$ cat config.mk
export PLATFORM = sky130hd
export DESIGN_NAME = yuyv_to_rgb_converter_core
export DESIGN_NICKNAME = d
export VERILOG_FILES = /design/src/hdl/y2r_pkg.sv /design/src/hdl/yuyv_to_rgb_converter_core.sv /design/src/hdl/y2r_chroma.sv /design/src/hdl/y2r_lane.sv
export SDC_FILE = /design/constraint.sdc
export NUM_CORES = 1
export LEC_CHECK = 0
export BUFFER_PORTS_ARGS = -buffer_cell sky130_fd_sc_hd__buf_2
export CORE_MARGIN = 2
export CORE_UTILIZATION = 30
export DETAILED_ROUTE_END_ITERATION = 12
export RECOVER_POWER = 25
export SLEW_MARGIN = 20
export SYNTH_ARGS = -nofsm -noshare
export SYNTH_HDL_FRONTEND = slang
export SYNTH_SLANG_ARGS = --single-unit
$ cat constraint.sdc
create_clock -name aclk -period 7 [get_ports aclk]
set_clock_uncertainty 0.1 [all_clocks]
set_input_delay 0.7 -clock aclk [delete_from_list [all_inputs] [get_ports aclk]]
set_output_delay 0.7 -clock aclk [all_outputs]
set_load 0.1 [all_outputs]
$ cat src/hdl/y2r_pkg.sv
`timescale 1ns / 1ps
// ----------------------------------------------------------------------------
// y2r_pkg
// Shared types, BT.601 coefficients and channel helpers for the YUYV to RGB
// converter.
// ----------------------------------------------------------------------------
package y2r_pkg;

    localparam int LANES   = 2;
    localparam int COEF_W  = 13;
    localparam int OFF_W   = 10;
    localparam int TERM_W  = 21;
    localparam int SUM_W   = 22;
    localparam int FRAC_W  = 10;
    localparam int CH_W    = 8;
    localparam int PIX_W   = 24;

    localparam logic signed [OFF_W-1:0]  LUMA_OFFSET   = 10'sd16;
    localparam logic signed [OFF_W-1:0]  CHROMA_OFFSET = 10'sd128;
    localparam logic signed [COEF_W-1:0] LUMA_GAIN     = 13'sd1192;
    localparam logic signed [COEF_W-1:0] RED_V_GAIN    = 13'sd1634;
    localparam logic signed [COEF_W-1:0] GREEN_U_GAIN  = 13'sd400;
    localparam logic signed [COEF_W-1:0] GREEN_V_GAIN  = 13'sd833;
    localparam logic signed [COEF_W-1:0] BLUE_U_GAIN   = 13'sd2066;

    localparam logic FMT_RGB565 = 1'b0;
    localparam logic FMT_RGB888 = 1'b1;

    typedef struct packed {
        logic s1_en;
        logic fmt;
    } y2r_ctrl_t;

    typedef struct packed {
        logic signed [TERM_W-1:0] r_term;
        logic signed [TERM_W-1:0] g_term;
        logic signed [TERM_W-1:0] b_term;
    } y2r_terms_t;

    function automatic logic [CH_W-1:0] clamp_ch(input logic signed [SUM_W-1:0] s);
        logic [CH_W-1:0] res;
        if (s[SUM_W-1]) begin
            res = '0;
        end else if (|s[SUM_W-2:FRAC_W+CH_W]) begin
            res = '1;
        end else begin
            res = s[FRAC_W+CH_W-1:FRAC_W];
        end
        return res;
    endfunction

    function automatic logic [PIX_W-1:0] pack_pixel(input logic fmt,
                                                    input logic [CH_W-1:0] r,
                                                    input logic [CH_W-1:0] g,
                                                    input logic [CH_W-1:0] b);
        logic [PIX_W-1:0] res;
        if (fmt == FMT_RGB888) begin
            res = {r, g, b};
        end else begin
            res = {8'h00, r[7:3], g[7:2], b[7:3]};
        end
        return res;
    endfunction

endpackage

$ cat src/hdl/yuyv_to_rgb_converter_core.sv
`timescale 1ns / 1ps
// ----------------------------------------------------------------------------
// yuyv_to_rgb_converter_core
// BT.601 YUYV to RGB888 / RGB565 converter, two pixel lanes per group.
// ----------------------------------------------------------------------------
// Usage:
//   Input channel s_*: one YUYV group per request (two lumas, shared U and V,
//   frame end marker). Output channel m_*: two packed pixels plus the copied
//   frame end marker, one request per input request, in order.
//   cfg_wr_en / cfg_wr_data set the output format (0 RGB565, 1 RGB888);
//   write only while no request is in flight.
//   m_valid rises after the stage-one and output registers take the group.
//   Throughput: one group per cycle while m_ready is high; the stage-one
//   multipliers and the output register are the two pipeline stages.
//   Reset (aresetn low, synchronous) empties the pipeline and selects RGB565.
//   When the receiver stalls, the output register holds its request, the
//   first stage still takes one more group, then s_ready drops until
//   m_ready returns; empty stages close up so no cycle is lost.
// ----------------------------------------------------------------------------
module yuyv_to_rgb_converter_core
    import y2r_pkg::*;
(
    input  logic              aclk,
    input  logic              aresetn,
    input  logic              cfg_wr_en,
    input  logic              cfg_wr_data,
    input  logic              s_valid,
    output logic              s_ready,
    input  logic [CH_W-1:0]   s_first_luma,
    input  logic [CH_W-1:0]   s_chroma_blue,
    input  logic [CH_W-1:0]   s_second_luma,
    input  logic [CH_W-1:0]   s_chroma_red,
    input  logic              s_frame_end,
    output logic              m_valid,
    input  logic              m_ready,
    output logic [PIX_W-1:0]  m_first_pixel,
    output logic [PIX_W-1:0]  m_second_pixel,
    output logic              m_frame_end_out
);

    logic             output_format_reg;
    logic             s1_valid_reg;
    logic             s1_valid_next;
    logic             s1_frame_end_reg;
    logic             m_valid_reg;
    logic             m_valid_next;
    logic [PIX_W-1:0] first_pixel_reg;
    logic [PIX_W-1:0] second_pixel_reg;
    logic             frame_end_out_reg;
    logic             s1_en;
    logic             s2_en;
    y2r_ctrl_t        ctrl;
    y2r_terms_t       terms;
    logic [CH_W-1:0]  lane_luma  [LANES];
    logic [PIX_W-1:0] lane_pixel [LANES];

    always_comb begin
        s2_en         = s1_valid_reg && (!m_valid_reg || m_ready);
        s_ready       = !s1_valid_reg || s2_en;
        s1_en         = s_valid && s_ready;
        s1_valid_next = s1_en ? 1'b1 : (s2_en ? 1'b0 : s1_valid_reg);
        m_valid_next  = s2_en ? 1'b1 : (m_ready ? 1'b0 : m_valid_reg);
        ctrl.s1_en    = s1_en;
        ctrl.fmt      = output_format_reg;
        lane_luma[0]  = s_first_luma;
        lane_luma[1]  = s_second_luma;
    end

    always_ff @(posedge aclk) begin
        if (!aresetn) begin
            output_format_reg <= FMT_RGB565;
            s1_valid_reg      <= 1'b0;
            m_valid_reg       <= 1'b0;
        end else begin
            if (cfg_wr_en) begin
                output_format_reg <= cfg_wr_data;
            end
            s1_valid_reg <= s1_valid_next;
            m_valid_reg  <= m_valid_next;
        end
    end

    y2r_chroma u_chroma (
        .aclk        (aclk),
        .s1_en       (s1_en),
        .chroma_blue (s_chroma_blue),
        .chroma_red  (s_chroma_red),
        .terms       (terms)
    );

    for (genvar i = 0; i < LANES; i++) begin : g_lane
        y2r_lane u_lane (
            .aclk  (aclk),
            .ctrl  (ctrl),
            .luma  (lane_luma[i]),
            .terms (terms),
            .pixel (lane_pixel[i])
        );
    end

    // merge lanes into the output register
    always_ff @(posedge aclk) begin
        if (s1_en) begin
            s1_frame_end_reg <= s_frame_end;
        end
        if (s2_en) begin
            first_pixel_reg   <= lane_pixel[0];
            second_pixel_reg  <= lane_pixel[1];
            frame_end_out_reg <= s1_frame_end_reg;
        end
    end

    assign m_valid         = m_valid_reg;
    assign m_first_pixel   = first_pixel_reg;
    assign m_second_pixel  = second_pixel_reg;
    assign m_frame_end_out = frame_end_out_reg;

endmodule

$ cat src/hdl/y2r_chroma.sv
`timescale 1ns / 1ps
// ----------------------------------------------------------------------------
// y2r_chroma
// Shared chroma products for one YUYV group, registered for the lanes.
// ----------------------------------------------------------------------------
module y2r_chroma
    import y2r_pkg::*;
(
    input  logic             aclk,
    input  logic             s1_en,
    input  logic [CH_W-1:0]  chroma_blue,
    input  logic [CH_W-1:0]  chroma_red,
    output y2r_terms_t       terms
);

    logic signed [OFF_W-1:0] u_off;
    logic signed [OFF_W-1:0] v_off;
    y2r_terms_t              terms_reg;
    y2r_terms_t              terms_next;

    always_comb begin
        u_off = $signed({2'b00, chroma_blue}) - CHROMA_OFFSET;
        v_off = $signed({2'b00, chroma_red}) - CHROMA_OFFSET;
        terms_next.r_term = TERM_W'(v_off) * TERM_W'(RED_V_GAIN);
        terms_next.g_term = TERM_W'(u_off) * TERM_W'(GREEN_U_GAIN)
                          + TERM_W'(v_off) * TERM_W'(GREEN_V_GAIN);
        terms_next.b_term = TERM_W'(u_off) * TERM_W'(BLUE_U_GAIN);
    end

    always_ff @(posedge aclk) begin
        if (s1_en) begin
            terms_reg <= terms_next;
        end
    end

    assign terms = terms_reg;

endmodule

$ cat src/hdl/y2r_lane.sv
`timescale 1ns / 1ps
// ----------------------------------------------------------------------------
// y2r_lane
// One pixel lane: scaled luma, channel sums, clamp and packing.
// ----------------------------------------------------------------------------
module y2r_lane
    import y2r_pkg::*;
(
    input  logic              aclk,
    input  y2r_ctrl_t         ctrl,
    input  logic [CH_W-1:0]   luma,
    input  y2r_terms_t        terms,
    output logic [PIX_W-1:0]  pixel
);

    logic signed [OFF_W-1:0]  y_off;
    logic signed [TERM_W-1:0] base_reg;
    logic signed [TERM_W-1:0] base_next;
    logic signed [SUM_W-1:0]  r_sum;
    logic signed [SUM_W-1:0]  g_sum;
    logic signed [SUM_W-1:0]  b_sum;

    always_comb begin
        y_off     = $signed({2'b00, luma}) - LUMA_OFFSET;
        base_next = TERM_W'(y_off) * TERM_W'(LUMA_GAIN);
    end

    always_ff @(posedge aclk) begin
        if (ctrl.s1_en) begin
            base_reg <= base_next;
        end
    end

    always_comb begin
        r_sum = SUM_W'(base_reg) + SUM_W'(terms.r_term);
        g_sum = SUM_W'(base_reg) - SUM_W'(terms.g_term);
        b_sum = SUM_W'(base_reg) + SUM_W'(terms.b_term);
        pixel = pack_pixel(ctrl.fmt, clamp_ch(r_sum), clamp_ch(g_sum), clamp_ch(b_sum));
    end

endmodule

# Yosys cells after proc, flatten, opt, wreduce, memory -nomap -nowiden
# Cells that the tools add are included.
dict set report word_totals {
  mem_bits_ro 0
  memories 0
  wordCells 68
  ram_bits 0
  output_inout_bits 51
  ff_bits 150
  latchBits 0
  in_bits 39
}
dict set report op_classes {
  order_cmp 0
  add_sub_neg 11
  n_shift 0
  n_mux 18
  div 0
  mul 6
  n_eq_ne 0
  bitwise 1
  reduce_logical 16
}
# cell n
set op_table {}
lappend op_table {{8-bit two-way mux} 12}
lappend op_table {{21-bit by 21-bit adder with 22-bit output} 4}
lappend op_table {{21-bit by 21-bit subtractor with 22-bit output} 2}
lappend op_table {{9-bit by 11-bit multiplier with 20-bit output, second input constant} 2}
lappend op_table {{9-bit by 9-bit multiplier with 18-bit output, second input constant} 2}
lappend op_table {{16-bit two-way mux} 2}
lappend op_table {{21-bit adder} 1}
lappend op_table {{9-bit by 12-bit multiplier with 20-bit output, second input constant} 1}
lappend op_table {{3-bit OR reduction} 6}
lappend op_table {{8-bit by 5-bit subtractor with 9-bit output, second input constant} 2}
lappend op_table {{8-bit by 8-bit subtractor with 9-bit output, second input constant} 2}
lappend op_table {{9-bit by 6-bit multiplier with 15-bit output, second input constant} 1}
lappend op_table {{1-bit two-way mux} 4}
lappend op_table {{2-bit nonzero test} 2}
lappend op_table {{2-bit OR reduction} 2}
lappend op_table {{1-bit logical AND} 2}
lappend op_table {{1-bit logical NOT} 2}
lappend op_table {{1-bit logical OR} 2}
lappend op_table {{1-bit NOT} 1}

# Depth between registers and ports, before layout
# Gate-level depths: netlist (run 1).
dict set report depth {
  word_depth 6
  depth_mapped 24
  ltp_nobuf 24
}

# Hierarchy
# From an unflattened synthesis (run 1), not the netlist that was laid out.
dict set report hier_totals {
  hier_cells 1627
  hier_area_um2 16399.5
}
# mod seq_area_each_um2 cells_per_inst area_each_um2 instances
set modules_own_cells {}
lappend modules_own_cells {y2r_chroma 1711.6 561 6294.8 1}
lappend modules_own_cells {{y2r_lane at g_lane[0].u_lane} 540.5 510 4310.4 1}
lappend modules_own_cells {{y2r_lane at g_lane[1].u_lane} 540.5 494 4152.7 1}
lappend modules_own_cells {yuyv_to_rgb_converter_core 1561.5 62 1641.6 1}

# Worst setup path after synthesis (run 1)
# No wires, ideal clock.
dict set report synth_path {
  kind {input -> register}
  from {input port s_chroma_red[7]}
  to {register u_chroma.terms_reg, in the netlist u_chroma.terms[40], data pin}
  t_arrival_ns 5.220
  t_required_ns 6.642
  n_path_buf 0
  path_stages 20
  setup_slack_ns 1.422
  setup_time_ns 0.258
  path_cell_list {inv_1 ha_1 ha_1 fa_1 fa_1 ha_1 ha_1 a31oi_1 o21bai_1 a21o_1 a21o_1 a21o_1 xnor2_1 ha_1 and3_1 a21oi_1 o21ai_0 o21ai_0 nand2b_1 xor2_1}
}
# element line_no
set synth_rtl {}
lappend synth_rtl {{start, declared} yuyv_to_rgb_converter_core.sv:32} ;# input logic [CH_W-1:0] s_chroma_red,
lappend synth_rtl {{end signal, assigned} y2r_chroma.sv:32} ;# terms_reg <= terms_next;
lappend synth_rtl {{end, declared} y2r_chroma.sv:18} ;# y2r_terms_t terms_reg;

==> results.md, run 1 <==
* Skew-Pair Late Insertion Delay at between 0.4 and 0.5 ns
* GR Util All Layers at between 10 and 15%
* Gpl congestion at roughly 0.87
* Crit-path cells: buf_2, inv_1, ha_1, ha_1, fa_1, fa_1, ha_1, ha_1, a31oi_1, o21bai_1, a21o_1, a21o_1, a21o_1, xnor2_1, ha_1, and3_1, a21oi_1, o21ai_0, o21ai_0, nand2b_1, xor2_1
* Initial Utilization at between 30 and 40%
* Crit path capture type: register
* Crit path launch: s_chroma_red[7]
* First-pass GRT wire length at 60.2 mm
* Site Rows at a little over 80
* Initial antenna violation count at 0
* Reg area at about 0.0043 mm²
* Mean post-synth cell area at between 10 and 15 µm²
* Routed WL per cell at 15.9 µm
* Cell Area, Synth at between 0.015 and 0.02 mm²
* Max Transition Viols Final at 50
* Static leakage at roughly 8.3 nW
* CTS tree: done
* DRC at 0
* Multi-input logic area at ~0.011 mm²
* Final setup viols at 0
* Number of hold violations in the final report at 0
* Area grow syn2layout at 12.0%
* Die Y at 233 µm
* Fin crit share at around three quarters
* I/O Buffers at slightly below 90
* Vias per cell at a little under 5
* Most used cell, CP: ha_1
* Non-filler cells, final at 2369
* P per Cell Area at approximately 390 mW/mm²
* FILL cells at around 5200
* DRT antenna net count at 0
* Seq/Total Area, Yosys at 27.3%
* CP Max Fanout at 6
* Vias in the first global route at between 10000 and 15000
* Minimum clock period at 5.37 ns
* Root Buffer Master: clkbuf_16
* Fmax at about 0.19 GHz
* Antenna cell count at 0
* Worst slew pin tran at around 2.5 ns
* Setup_tns at 0 ns
* Total CTS buffers at 17
* Gr ovfl total at 0
* R2R Path End: m_first_pixel[7]
* Placed Instances at between 2000 and 2500
* EDFF count, synth at 141
* Largest net degree at the start of global routing at 80
* Startpoint types: input port
* Detailed Place HPWL at ~32 mm
* Worst-path clk slew at ~0.06 ns
* Failing checks: max-capacitance violations, max-slew violations
* TritonCTS Sinks at about 140
* RSZ-0062 raised after global routing: false
* Via count at 11518
* Layout cells sized above 1 at a little over 8%
* Seq cells post-synth at about 140
* Net count after synthesis at ~2000
* Post-CTS sizing at 0
* Synth unique cells at 70
* Reg2Reg Depth at 9
* Rel. slew slack at -69.0%
* Critical path class: in2reg
* Max Cap Violations at 1
* CP required at between 7 and 8 ns
* Initial DRC Count at 536
* Htree depth at 4
* Most common cell after layout, fill and taps aside: ha_1
* Final net count at around 2100
* First drt pass iteration count at 5
* Worst hold path type: reg2reg
* CORE AREA at 0.0516 mm²
* R2R Path Start: u_chroma.terms[24]
* CTS hold repair buffers at 0
* Max incr delay on CP at approximately 0.57 ns
* Most frequent cells in the layout: ha_1 (365), inv_1 (198), edfxtp_1 (141)
* Max IR drop VDD at 0.189 mV
* Setup Fix Bufs, Post-CTS at 0
* Mapped Cells at between 1500 and 2000
* IO Pins at 90
* Routed WL at 37.6 mm
* Slowest-stage cell, CP: fa_1
* Flop-to-flop setup slack at roughly 3.1 ns
* Ys flop type: edfxtp_1
* CP endpoint: u_chroma.terms[40]
* Fin worst setup slack at between 1.5 and 2 ns
* Clock Tree Buf Depth at 2
* Die span in x at 233 µm
* Max reg flops at 55
* Arr. time, crit path at 5.45 ns
* Status: complete, but fails checks
* Ys async rst share at 0%
* Dpl ws at between 1 and 1.5 ns
* Die ar. at roughly 0.054 mm²
* Yosys warning count at 0
## worst max-delay path, delay by kind of cell
kind                       cells  cell delay [ns]
xor gates and xnor gates       2             0.27
and+or+nand+nor                2             0.24
buffers and inverters          2             0.30
adders and majority gates      7             2.62
AOI/OAI and AO/OA              8             1.32
## cells in the mapped netlist, types with 3 or more instances
| cell | count | area (µm²) |
|---|---|---|
| ha_1 | 365 | 4570 |
| inv_1 | 198 | 743 |
| edfxtp_1 | 141 | 4230 |
| a21oi_1 | 98 | 490 |
| nor2_1 | 97 | 364 |
| nand2_1 | 78 | 293 |
| xnor2_1 | 78 | 683 |
| fa_1 | 55 | 1100 |
| o21ai_0 | 55 | 275 |
| xor2_1 | 42 | 368 |
| a21o_1 | 40 | 300 |
| nor2b_1 | 32 | 200 |
| nor3_1 | 26 | 130 |
| nand3_1 | 25 | 125 |
| o21a_1 | 19 | 143 |
| nand2b_1 | 12 | 75.1 |
| o21bai_1 | 12 | 90.1 |
| a211oi_1 | 11 | 82.6 |
| a31oi_1 | 11 | 68.8 |
| and3_1 | 11 | 68.8 |
| and2_1 | 10 | 62.6 |
| nand4_1 | 9 | 56.3 |
| o211ai_1 | 9 | 67.6 |
| o22ai_1 | 9 | 56.3 |
| a21boi_0 | 8 | 60.1 |
| or2_2 | 8 | 50.1 |
| o21ai_1 | 7 | 35.0 |
| o31ai_1 | 7 | 52.6 |
| or3_1 | 7 | 43.8 |
| o41a_1 | 6 | 67.6 |
| a31o_2 | 5 | 43.8 |
| mux2_2 | 5 | 56.3 |
| o2111ai_1 | 5 | 43.8 |
| buf_1 | 4 | 15.0 |
| mux2i_1 | 4 | 40.0 |
| nor3b_1 | 4 | 30.0 |
| o211a_1 | 4 | 40.0 |
| a211o_1 | 3 | 26.3 |
| a311oi_1 | 3 | 26.3 |
| a41o_1 | 3 | 30.0 |
| dfxtp_1 | 3 | 60.1 |
| nand3b_1 | 3 | 22.5 |
| or4_1 | 3 | 22.5 |
## metal layers
metal  global-route usage, %  wire [µm]
met1                    19.6      18400
met2                    23.7      17300
met3                    1.71       1410
met4                    3.28        470
met5                       0          0
## stage by stage
step / hold WS (ns) / util (%) / area (µm²) / power, mW
after detailed placement: 0.315 / 33.1 / 17100 / 5.98
final: 0.328 / 34.2 / 17600 / 6.93
after floorplan: 0.300 / - / 15800 / 4.86
after global placement: 0.310 / 33.1 / 17100 / 5.91
after CTS: 0.329 / 34.2 / 17700 / 6.93
after global routing: 0.348 / 34.2 / 17600 / 7.54
## cell families after synthesis
family | after synthesis | synth area share (%)
AO/OA/AOI/OAI | 338 | 14.2
flip-flops | 144 | 27.3
AND/OR/NAND/NOR | 334 | 10.3
XOR/XNOR | 120 | 6.67
multiplexers | 10 | 0.699
buffers and inverters | 205 | 4.89
adder cells (fa/ha/maj) | 420 | 36.0
## layout make-up
class / count / share of cell area [%]
Timing Repair Buffer: 95 / 2.66
Sequential cell: 144 / 24.3
Multi-Input combinational cell: 1222 / 60.7
Clock buffer: 19 / 2.45
Inverter: 198 / 4.21
Tap cell: 680 / 4.82
Clock inverter: 11 / 0.808
## worst min-delay path by stage
stage          depth (start not counted)              end        startpoint  slack [ns]
6_report                               0  m_frame_end_out  s1_frame_end_reg        0.33
5_1_grt                                0  m_frame_end_out  s1_frame_end_reg        0.35
4_1_cts                                0  m_frame_end_out  s1_frame_end_reg        0.33
3_5_place_dp                           0  m_frame_end_out  s1_frame_end_reg        0.31
3_3_place_gp                           0  m_frame_end_out  s1_frame_end_reg        0.31
2_1_floorplan                          0  m_frame_end_out  s1_frame_end_reg        0.30
## report_power, final
group          internal (mW)  total [mW]  leakage [nW]  switching [mW]
combinational           1.77        4.53          6.70            2.76
sequential              1.29        1.49          1.38           0.193
clock                  0.553       0.909         0.268           0.356
(Power assumes the default switching activity.)
==> run 2, diff against run 1 <==
==> constraint.sdc (replaced) <==
create_clock -name aclk -period 4.8 [get_ports aclk]
set_clock_uncertainty 0.1 [all_clocks]
set_input_delay 0.48 -clock aclk [delete_from_list [all_inputs] [get_ports aclk]]
set_output_delay 0.48 -clock aclk [all_outputs]
set_load 0.1 [all_outputs]
==> results.md, run 2 (synthesis gave the netlist of run 1 again) <==
* Routed WL per cell at 15.4 µm
* Reg2Reg Depth at 4
* Initial Utilization at between 30 and 40%
* Number of hold violations in the final report at 0
* DRC at 0
* Clock Tree Buf Depth at 2
* Max Transition Viols Final at about 100
* Total power at ~11 mW
* DRT antenna net count at 0
* Seq pwr share at 20.1%
* Fmax at between 0.2 and 0.25 GHz
* Layout cells sized above 1 at between 10% and 20%
* First drt pass iteration count at 5
* Startpoint types: input port
* IO Pins at 90
* Htree depth at 4
* Switching share of total power at between 40% and 50%
* CORE AREA at 0.0516 mm²
* Die Y at 233 µm
* Switching Power at about 5.0 mW
* Clock network power share at between 10% and 20%
* R2R Path Start: m_valid
* CTS tree: done
* Worst slew pin tran at between 3 and 4 ns
* Routed WL at around 38 mm
* Initial DRC Count at around 700
* Rel. slew slack at -131%
* Final Util at between 30% and 40%
* Site Rows at 83
* I/O Buffers at slightly below 90
* Detailed Place HPWL at 32.7 mm
* Vias in the first global route at roughly 12000
* Worst-path clk slew at around 0.070 ns
* Max IR drop VDD at between 0.2 and 0.3 mV
* Internal power at ~5.8 mW
* TritonCTS Sinks at 144
* Arr. time, crit path at about 4.7 ns
* Minimum clock period at ~4.6 ns
* Root Buffer Master: clkbuf_16
* Max Cap Violations at 2
* Area grow syn2layout at 18.1%
* CP Max Fanout at 3
* WHS Path Cells at 1
* Crit path capture type: register
* Static leakage at between 8 and 9 nW
* RSZ-0062 raised after global routing: false
* Fin crit share at between 90% and 100%
* GR Util All Layers at approximately 14%
* Failing checks: max-capacitance violations, max-slew violations
* Die span in x at ~230 µm
* Final setup viols at 0
* CTS hold repair buffers at 0
* P per Cell Area at 578 mW/mm²
* Gr ovfl total at 0
* Largest net degree at the start of global routing at about 50
* Worst hold path type: in2reg
* Via count at 11864
* Most frequent cells in the layout: ha_1 (358), inv_1 (196), edfxtp_1 (141)
* Initial antenna violation count at 1
* Min-delay src: s_frame_end
* Placed Instances at approximately 2400
* Max reg flops at between 50 and 60
* CP required at about 4.9 ns
* Final net count at between 2000 and 2500
* Combinational share of power at between 60% and 70%
* Antenna cell count at 0
* Hold path endpoint: s1_frame_end_reg
* Most common cell after layout, fill and taps aside: ha_1
* Flop-to-flop setup slack at 0.46 ns
* Vias per cell at around 4.8
* Gpl congestion at ~0.86
* Die ar. at roughly 0.054 mm²
* Status: complete, but fails checks
* Total CTS buffers at 17
* Skew-Pair Late Insertion Delay at 0.42 ns
* Non-filler cells, final at approximately 2500
* R2R Path End: g_lane[0].u_lane.base_reg[13]
* First-pass GRT wire length at 61.3 mm
* Setup_tns at 0 ns
* Critical path class: in2reg
==> run 2: cell count changes in the layout (fill, tap and decap cells not counted), moves of 3 or more <==
cell	change
buf_4	+98
ha_1	-7
clkbuf_1	+6
ha_4	+6
o21ai_0	-5
a21boi_0	-4
a21boi_1	+4
a21oi_1	-4
a21oi_2	+3
inv_6	+3
o21ai_1	+3
==> run 2: area by class of cell <==
| cell class | count | area, µm² |
|---|---|---|
| Clock buffer | 18 | 429 |
| Clock inverter | 13 | 186 |
| Fill cell | 5136 | 33000 |
| Multi-Input combinational cell | 1222 | 10900 |
| Tap cell | 680 | 851 |
| Sequential cell | 144 | 4290 |
| Timing Repair Buffer | 199 | 1230 |
| Inverter | 198 | 747 |
==> run 2: power groups by stage <==
| stage | Combinational [mW] | Sequential, mW | Clock [mW] |
|---|---|---|---|
| CTS | 7.10 | 2.17 | 1.43 |
| global placement | 6.92 | 2.20 | 0 |
| global route | 8.04 | 2.19 | 1.49 |
| detailed placement | 7.04 | 2.20 | 0 |
| floorplan | 4.70 | 2.43 | 0 |
| finish | 7.20 | 2.17 | 1.40 |
==> run 2: metrics by stage <==
stage | hold slack (ns) | setup slack [ns] | instance area [µm²]
after global placement | 0.311 | -0.324 | 17900
after CTS | 0.107 | 0.0586 | 18500
after global routing | 0.116 | 0.00863 | 18600
final | 0.130 | 0.185 | 18600
after detailed placement | 0.312 | -0.379 | 17900
after floorplan | 0.300 | -0.150 | 15800
==> run 2: worst max-delay path by stage <==
stage / cells past startpoint / slack (ns) / start / end
floorplan: 20 / -0.15 / s_chroma_red[7] / u_chroma.terms[40]
global placement: 25 / -0.32 / s_chroma_red[1] / u_chroma.terms[40]
detailed placement: 24 / -0.38 / s_chroma_red[1] / u_chroma.terms[40]
CTS: 24 / 0.06 / s_chroma_red[1] / u_chroma.terms[40]
global route: 24 / 0.009 / s_chroma_red[1] / u_chroma.terms[40]
finish: 18 / 0.18 / s_chroma_red[3] / u_chroma.terms[62]
==> run 2: per-layer routing <==
metal	global-route usage, %	vias up	routed length (µm)
met1	19.6	5522	18300
li1	-	6082	-
met2	23.6	215	17300
met3	1.87	43	1610
met4	3.98	2	783
met5	0	-	10
==> run 2: worst max-delay path, cell delays in order <==
cell and delay, ns:
buf_2 0.11, clkbuf_1 0.28, ha_1 0.20, inv_1 0.06
fa_1 0.46, fa_1 0.58, inv_1 0.06, fa_1 0.50
fa_2 0.41, a21o_1 0.16, a21oi_1 0.19, o21bai_1 0.11
a21oi_2 0.17, nor2b_1 0.08, o2111ai_1 0.17, nand3_1 0.12
o41a_1 0.37, xnor2_2 0.17
==> run 2: repair_timing <==
item | in CTS | in global routing
setup buffers | 0 | 4
gates resized for setup | 0 | 24
setup endpoints to repair | 0 | 12
